--- config.mk ---
export PLATFORM = sky130hd
export DESIGN_NAME = text_to_integer_parser
export DESIGN_NICKNAME = d
export VERILOG_FILES = /design/src/rtl/ttip_pkg.sv /design/src/rtl/ttip_core.sv /design/src/rtl/text_to_integer_parser.sv
export SDC_FILE = /design/constraint.sdc
export NUM_CORES = 1
export LEC_CHECK = 0
export BUFFER_PORTS_ARGS = -buffer_cell sky130_fd_sc_hd__buf_2
export CORE_MARGIN = 5
export CORE_UTILIZATION = 55
export DETAILED_ROUTE_END_ITERATION = 6
export GPL_TIMING_DRIVEN = 0
export PLACE_DENSITY = 0.73
export SLEW_MARGIN = 40
export SYNTH_ARGS = -nofsm -noshare
export SYNTH_HDL_FRONTEND = slang
export SYNTH_HIERARCHICAL = 1
export SYNTH_SLANG_ARGS = --single-unit
--- constraint.sdc ---
create_clock -name clock -period 7.6 [get_ports clock]
set_input_delay 0.38 -clock clock [delete_from_list [all_inputs] [get_ports clock]]
set_output_delay 0.38 -clock clock [all_outputs]
set_load 0.02 [all_outputs]
--- src/rtl/ttip_pkg.sv ---
// shared types, constants and the digit decoder for the text to integer parser
// used by the parse core, the top level and the port checker; no dependencies
`default_nettype none

package ttip_pkg;

   localparam int VALUE_WIDTH  = 32;
   localparam int OFFSET_MAX   = 255;
   localparam int OFFSET_WIDTH = $clog2(OFFSET_MAX + 1);
   localparam int BASE_WIDTH   = 6;
   localparam int CHAR_WIDTH   = 8;

   localparam int CSR_INDEX_WIDTH = 1;
   localparam int CSR_DATA_WIDTH  = BASE_WIDTH;

   // configuration register indexes
   localparam logic [CSR_INDEX_WIDTH-1:0] CSR_BASE_SETTING = 1'd0;
   localparam logic [CSR_INDEX_WIDTH-1:0] CSR_SIGNED_MODE  = 1'd1;

   localparam logic [CHAR_WIDTH-1:0] CHAR_MINUS   = 8'h2D;
   localparam logic [CHAR_WIDTH-1:0] CHAR_ZERO    = 8'h30;
   localparam logic [CHAR_WIDTH-1:0] CHAR_NINE    = 8'h39;
   localparam logic [CHAR_WIDTH-1:0] CHAR_UPPER_A = 8'h41;
   localparam logic [CHAR_WIDTH-1:0] CHAR_UPPER_F = 8'h46;
   localparam logic [CHAR_WIDTH-1:0] CHAR_LOWER_A = 8'h61;
   localparam logic [CHAR_WIDTH-1:0] CHAR_LOWER_F = 8'h66;
   localparam logic [CHAR_WIDTH-1:0] CHAR_LOWER_X = 8'h78;

   localparam logic [BASE_WIDTH-1:0] BASE_OCT = 6'd8;
   localparam logic [BASE_WIDTH-1:0] BASE_DEC = 6'd10;
   localparam logic [BASE_WIDTH-1:0] BASE_HEX = 6'd16;

   typedef struct packed {
      logic [CHAR_WIDTH-1:0] character;
      logic                  start_req;
   } req_type;

   typedef struct packed {
      logic [VALUE_WIDTH-1:0]  value;
      logic [OFFSET_WIDTH-1:0] end_offset;
   } rsp_type;

   typedef struct packed {
      logic       ok;
      logic [3:0] val;
   } digit_type;

   // 0-9, A-F, a-f
   function automatic digit_type digit_of(input logic [CHAR_WIDTH-1:0] c);
      digit_type d;
      d.ok  = 1'b1;
      d.val = 4'd0;
      priority if (c >= CHAR_ZERO && c <= CHAR_NINE) begin
         d.val = 4'(c - CHAR_ZERO);
      end else if (c >= CHAR_UPPER_A && c <= CHAR_UPPER_F) begin
         d.val = 4'(c - CHAR_UPPER_A) + 4'd10;
      end else if (c >= CHAR_LOWER_A && c <= CHAR_LOWER_F) begin
         d.val = 4'(c - CHAR_LOWER_A) + 4'd10;
      end else begin
         d.ok = 1'b0;
      end
      return d;
   endfunction

endpackage

`default_nettype wire

--- src/rtl/ttip_core.sv ---
// parse state and per-character step: prefix handling, multiply-add, result
// depends on ttip_pkg
`default_nettype none

module ttip_core (
   input  wire                                  clock,
   input  wire                                  reset,
   input  wire                                  step,
   input  wire ttip_pkg::req_type               item,
   input  wire [ttip_pkg::BASE_WIDTH-1:0]       base_setting,
   input  wire                                  signed_mode,
   output logic                                 emit,
   output ttip_pkg::rsp_type                    result
);

   typedef enum logic [2:0] {
      PH_IDLE, PH_START, PH_FIRST, PH_ZERO, PH_XPEND, PH_DIGITS
   } phase_type;

   localparam int VW = ttip_pkg::VALUE_WIDTH;
   localparam int OW = ttip_pkg::OFFSET_WIDTH;
   localparam int BW = ttip_pkg::BASE_WIDTH;

   phase_type         phase_ff, phase_in;
   logic [BW-1:0]     base_ff, base_in;
   logic [VW-1:0]     acc_ff, acc_in;
   logic [OW-1:0]     cnt_ff, cnt_in;
   logic              neg_ff, neg_in;

   // state as seen after a start restarts the string
   phase_type         st_phase;
   logic [BW-1:0]     st_base;
   logic [VW-1:0]     st_acc;
   logic [OW-1:0]     st_cnt;
   logic              st_neg;

   ttip_pkg::digit_type dig;
   logic              go_digit;
   logic              do_finish;
   logic [BW-1:0]     dbase;
   logic [OW-1:0]     dcnt;
   logic [VW+BW-1:0]  prod;

   function automatic logic [OW-1:0] sat_inc(input logic [OW-1:0] c);
      return (c == OW'(ttip_pkg::OFFSET_MAX)) ? c : c + OW'(1);
   endfunction

   always_comb begin
      st_phase = item.start_req ? PH_START : phase_ff;
      st_base  = item.start_req ? base_setting : base_ff;
      st_acc   = item.start_req ? '0 : acc_ff;
      st_cnt   = item.start_req ? '0 : cnt_ff;
      st_neg   = item.start_req ? 1'b0 : neg_ff;

      dig       = ttip_pkg::digit_of(item.character);
      phase_in  = st_phase;
      base_in   = st_base;
      acc_in    = st_acc;
      cnt_in    = st_cnt;
      neg_in    = st_neg;
      go_digit  = 1'b0;
      do_finish = 1'b0;
      dbase     = st_base;
      dcnt      = st_cnt;

      unique case (st_phase)
         PH_START, PH_FIRST: begin
            if (st_phase == PH_START && signed_mode &&
                item.character == ttip_pkg::CHAR_MINUS) begin
               neg_in   = 1'b1;
               cnt_in   = sat_inc(st_cnt);
               phase_in = PH_FIRST;
            end else if (item.character == ttip_pkg::CHAR_ZERO) begin
               cnt_in   = sat_inc(st_cnt);
               phase_in = PH_ZERO;
            end else begin
               go_digit = 1'b1;
               dbase    = (st_base == '0) ? ttip_pkg::BASE_DEC : st_base;
            end
         end
         PH_ZERO: begin
            if (item.character == ttip_pkg::CHAR_LOWER_X) begin
               phase_in = PH_XPEND;
            end else begin
               go_digit = 1'b1;
               dbase    = (st_base == '0) ? ttip_pkg::BASE_OCT : st_base;
            end
         end
         PH_XPEND: begin
            // the x only counts once a hex digit follows it
            if (dig.ok) begin
               go_digit = 1'b1;
               dbase    = ttip_pkg::BASE_HEX;
               dcnt     = sat_inc(st_cnt);
            end else begin
               do_finish = 1'b1;
            end
         end
         PH_DIGITS: begin
            go_digit = 1'b1;
         end
         PH_IDLE: begin
         end
         default: begin
         end
      endcase

      prod = st_acc * dbase;

      if (go_digit) begin
         base_in = dbase;
         if (dig.ok && {{(BW-4){1'b0}}, dig.val} < dbase) begin
            acc_in   = prod[VW-1:0] + VW'(dig.val);
            cnt_in   = sat_inc(dcnt);
            phase_in = PH_DIGITS;
         end else begin
            do_finish = 1'b1;
         end
      end

      emit              = do_finish;
      result.value      = st_neg ? (VW'(0) - st_acc) : st_acc;
      result.end_offset = dcnt;
      if (do_finish) begin
         phase_in = PH_IDLE;
         cnt_in   = dcnt;
      end
   end

   always_ff @(posedge clock) begin
      if (reset) begin
         phase_ff <= PH_IDLE;
         base_ff  <= '0;
         acc_ff   <= '0;
         cnt_ff   <= '0;
         neg_ff   <= 1'b0;
      end else if (step) begin
         phase_ff <= phase_in;
         base_ff  <= base_in;
         acc_ff   <= acc_in;
         cnt_ff   <= cnt_in;
         neg_ff   <= neg_in;
      end
   end

endmodule

`default_nettype wire

--- src/rtl/text_to_integer_parser.sv ---
// top level: input register, parse core, result register, configuration port
// depends on ttip_pkg and ttip_core
`default_nettype none

// Streaming text to integer parser. Send one character per transfer; mark the
// first character of each string with start_req. The base and signed mode
// registers are sampled when the start character is parsed. One result comes
// out at the first character that is not a digit of the base in use, giving
// the wrapped value and the count of consumed characters. The block takes one
// character every cycle unless the output stalls; a character waits in the
// input register and is parsed when the core steps, and its result, if any,
// goes to rsp_ on that same step. The cycle is set by the single multiply-add
// of the accumulator by the base in the parse step. When the result register
// is stalled the input side stalls too once its input register is full.
module text_to_integer_parser (
   input  wire                                        clock,
   input  wire                                        reset,
   input  wire                                        req_valid,
   output logic                                       req_stall,
   input  wire ttip_pkg::req_type                     req_data,
   output logic                                       rsp_valid,
   input  wire                                        rsp_stall,
   output ttip_pkg::rsp_type                          rsp_data,
   input  wire                                        csr_valid,
   output logic                                       csr_ready,
   input  wire [ttip_pkg::CSR_INDEX_WIDTH-1:0]        csr_index,
   input  wire [ttip_pkg::CSR_DATA_WIDTH-1:0]         csr_data
);

   ttip_pkg::req_type                     req_ff;
   logic                                  req_valid_ff, req_valid_in;
   ttip_pkg::rsp_type                     rsp_ff;
   logic                                  rsp_valid_ff, rsp_valid_in;
   logic [ttip_pkg::BASE_WIDTH-1:0]       base_setting_ff;
   logic                                  signed_mode_ff;

   logic                                  out_blocked;
   logic                                  step;
   logic                                  req_take;
   logic                                  emit;
   ttip_pkg::rsp_type                     result;

   assign out_blocked = rsp_valid_ff && rsp_stall;
   assign step        = req_valid_ff && !out_blocked;
   assign req_stall   = req_valid_ff && out_blocked;
   assign req_take    = req_valid && !req_stall;
   assign csr_ready   = 1'b1;
   assign rsp_valid   = rsp_valid_ff;
   assign rsp_data    = rsp_ff;

   ttip_core u_core (
      .clock        (clock),
      .reset        (reset),
      .step         (step),
      .item         (req_ff),
      .base_setting (base_setting_ff),
      .signed_mode  (signed_mode_ff),
      .emit         (emit),
      .result       (result)
   );

   always_comb begin
      req_valid_in = req_valid_ff;
      if (req_take) begin
         req_valid_in = 1'b1;
      end else if (step) begin
         req_valid_in = 1'b0;
      end

      rsp_valid_in = rsp_valid_ff;
      if (step && emit) begin
         rsp_valid_in = 1'b1;
      end else if (!rsp_stall) begin
         rsp_valid_in = 1'b0;
      end
   end

   always_ff @(posedge clock) begin
      if (reset) begin
         req_valid_ff    <= 1'b0;
         rsp_valid_ff    <= 1'b0;
         base_setting_ff <= '0;
         signed_mode_ff  <= 1'b0;
      end else begin
         req_valid_ff <= req_valid_in;
         rsp_valid_ff <= rsp_valid_in;
         if (csr_valid && csr_ready) begin
            unique case (csr_index)
               ttip_pkg::CSR_BASE_SETTING: base_setting_ff <= csr_data;
               ttip_pkg::CSR_SIGNED_MODE:  signed_mode_ff  <= csr_data[0];
               default: begin
               end
            endcase
         end
      end
   end

   // payload registers
   always_ff @(posedge clock) begin
      if (req_take) begin
         req_ff <= req_data;
      end
      if (step && emit) begin
         rsp_ff <= result;
      end
   end

endmodule

`default_nettype wire

==> metrics.txt <==
total number of vias 9507; XOR/XNOR share of the synthesized area 5.97%; Finished Core Util 60.8%; placed wire-length estimate 23800 um; die footprint about 24000 um^2; number of diodes 0; commonest non-fill, non-tap cell in the layout nor2_1; hold crit path type input pin to register; WHS Path Cells 1; dpl ws -0.150 ns; critical path cell sequence inv_1 -> ha_1 -> or3b_4 -> and3_1 -> buf_4 -> o21ai_0 -> buf_2 -> nand2_1 -> clkbuf_2 -> nor2_1 -> fa_1 -> fa_1 -> fa_1 -> ha_1 -> ha_1 -> a2111o_1 -> o211ai_1 -> a21boi_1 -> a21oi_1 -> o21bai_1 -> a31oi_1 -> xor2_1 -> o21ai_0; FFs w/ async S/R, synth 0%; mux share of post-synthesis cell area 1.96%; P_sw 386 uW; Max Cap Viol 0; Final Setup Violations 0; Congestion Overflow GR 0; Worst VDD drop 0.0000997 V; setup slack after layout around 0.26 ns; Fin Clk Skew 0.0120 ns; CP bufs+invs 4; routed wire length 29600 um; Placer Congestion 0.944; Worst-path clk slew about 0.080 ns; first-pass GRT wire length 49600 um; post-synthesis net count roughly 1500; Mapped Area 11400 um^2; fin crit period 7.34 ns; Synth Area in Compound Gates 14.8%; R2R depth 23; clock buffer count from CTS 9; crit path max-delay cell type fa_1; root buffer cell clkbuf_16; Unique masters post-synth 100; clock sink total 108; largest family of logic cells by synthesized area adder cells; PortBufs 62; initial antenna violation count 0; die width 154 um; Ports 64; WL per Instance 18.4 um; CTS max path bufs 2; Skew-Pair Late Insertion Delay around 0.36 ns; pins over their slew limit 0; multi-input logic area 8220 um^2; Mapped Cells 1256; crit start category register; status completed; H-tree levels 3; DR iter-0 viols ~800; max incr delay on CP approximately 0.53 ns; most frequent cells in the layout 263 x nor2_1, 110 x fa_1, 97 x nand2_1; Initial Util between 50% and 60%; Most used DFF post-synth dfxtp_1; Power Internal between 900 and 1000 uW; total core area 20300 um^2; flop and latch count out of synthesis ~110; kind of critical path register to register; EDFF count, synth 49; Synth Area in Adders 27.7%; 1st-pass router iterations 6; critical path's top delay family adder cells; Max Clock Freq about 140 MHz; endpoints failing hold 0; Sw Ratio between 20% and 30%; Global Route Usage Sum between 20% and 30%; area grow syn2layout 8.79%; Worst Path Max Fanout 10; # nets final between 1500 and 2000; Post-route DRC 0; register area 2650 um^2; worst slew pin tran 0.757 ns; Stages on worst setup path 23; TritonCTS clock tree done; synth warn 6; DIE HEIGHT 154 um; largest net degree at the start of global routing 22; Fill cells ~1800; sequential power share 48.8%; CP Capture Type register; unrepaired setup endpoints after global routing false; Final ANT Viol Nets 0; vias in the first global route 9578; hold_buf cts 0; worst path arrival time 7.58 ns; register area share after synthesis 23.4%; Final period util 96.6%; static leakage 0.00544 uW; Row Count 52; Gate power share between 10% and 20%; routed vias/inst 5.93; WP data required 7.84 ns; clock share of power between 30% and 40%; share of layout cells above drive strength 1 12.7%; P per Cell Area 106 nW/um^2; Worst slew margin 49.3%; mean post-synth cell area between 9 and 10 um^2; Synth Area in Simple Gates a little over a fifth
logic make-up after synthesis:
| logic type | after synthesis |
|---|---|
| buffers and inverters | 110 |
| XOR/XNOR | 75 |
| multiplexers | 20 |
| AO/OA/AOI/OAI | 245 |
| AND/OR/NAND/NOR | 512 |
| flip-flops | 108 |
| other | 1 |
| adder cells (fa/ha/maj) | 185 |
repair_timing:
| action | in CTS | in global routing |
|---|---|---|
| cloned | 0 | 0 |
| buffers inserted | 0 | 0 |
| gates resized for setup | 0 | 16 |
| endpoints found under the setup margin | 4 | 9 |
Yosys cell counts (all sizes together), types with 4 or more instances:
cell / number / area share, %
and3: 9 / 0.51
a21o: 16 / 1.1
nand3: 22 / 1.1
edfxtp: 49 / 13
o21a: 7 / 0.46
a211oi: 10 / 0.71
clkbuf: 41 / 1.7
dfxtp: 59 / 10
o22ai: 8 / 0.62
nor3b: 5 / 0.47
nand2b: 22 / 1.2
or2: 9 / 0.50
inv: 47 / 1.6
o211ai: 9 / 0.64
o21bai: 5 / 0.33
xnor2: 36 / 2.8
and2: 4 / 0.22
nor2: 265 / 8.8
or3: 8 / 0.44
ha: 75 / 8.3
nand2: 98 / 3.3
o21ai: 55 / 2.5
fa: 110 / 19
a22oi: 27 / 1.8
nor2b: 11 / 0.61
o31a: 5 / 0.39
nand3b: 6 / 0.40
mux2: 12 / 1.3
nand4bb: 6 / 0.60
buf: 22 / 1.2
a31oi: 8 / 0.44
mux2i: 8 / 0.71
nor3: 10 / 0.58
a21oi: 56 / 2.7
nor4: 9 / 0.61
nand4: 10 / 0.68
xor2: 38 / 2.9
o31ai: 12 / 0.93
through the flow:
stage / area, um^2 / hold WS (ns) / instances / TNS, ns / total power (uW)
2_1_floorplan: 11400 / 0.447 / 1256 / 0 / 783
3_3_place_gp: 12000 / 0.480 / 1588 / -0.287 / 847
3_5_place_dp: 12000 / 0.485 / 1590 / -0.262 / 852
4_1_cts: 12300 / 0.185 / 1605 / 0 / 1310
5_1_grt: 12300 / 0.185 / 1604 / 0 / 1350
6_report: 12300 / 0.194 / 1604 / 0 / 1300
state kept, by name, summed over array words and instances (netlist names):
name and cells:
u_core/acc_ff 32, req_ff 9, signed_mode_ff 1, base_setting_ff 6
u_core/base_ff 6, u_core/neg_ff 1, req_valid_ff 1, u_core/cnt_ff 8
rsp_valid 1, rsp_data 40, u_core/phase_ff 3
power by group through the flow:
stage          Clock [uW]  Sequential (uW)  Combinational, uW
5_1_grt               493              639                220
2_1_floorplan           0              657                125
3_5_place_dp            0              650                202
4_1_cts               471              637                202
6_report              461              637                206
3_3_place_gp            0              650                197
layer usage:
layer	track usage, %	part of all wire (%)	up-vias
met5	0	0	-
met4	7.57	2.0	0
met3	2.75	7.6	40
met2	40.6	46	357
met1	36.8	45	4619
li1	-	-	4491
layout make-up:
| class | count | share of cell area [%] |
|---|---|---|
| multi-input cells | 1038 | 66.5 |
| flip-flops and latches | 108 | 21.5 |
| repair buffers | 64 | 2.76 |
| well taps | 270 | 2.74 |
| plain buffers | 61 | 2.68 |
| clock buffers | 9 | 1.82 |
| inverters | 47 | 1.47 |
| clock inverters | 7 | 0.517 |
worst paths after layout:
kind / startpoint / to / slack (ns)
worst min-delay path: req_data[3] / req_ff[3] / 0.19
worst max register to register: req_ff[1] / u_core/acc_ff[24] / 0.26
worst max-delay path: req_ff[1] / u_core/acc_ff[24] / 0.26
worst min register to register: u_core/cnt_ff[0] / u_core/cnt_ff[0] / 0.50
Note: power is estimated with default switching activity, not from simulation.
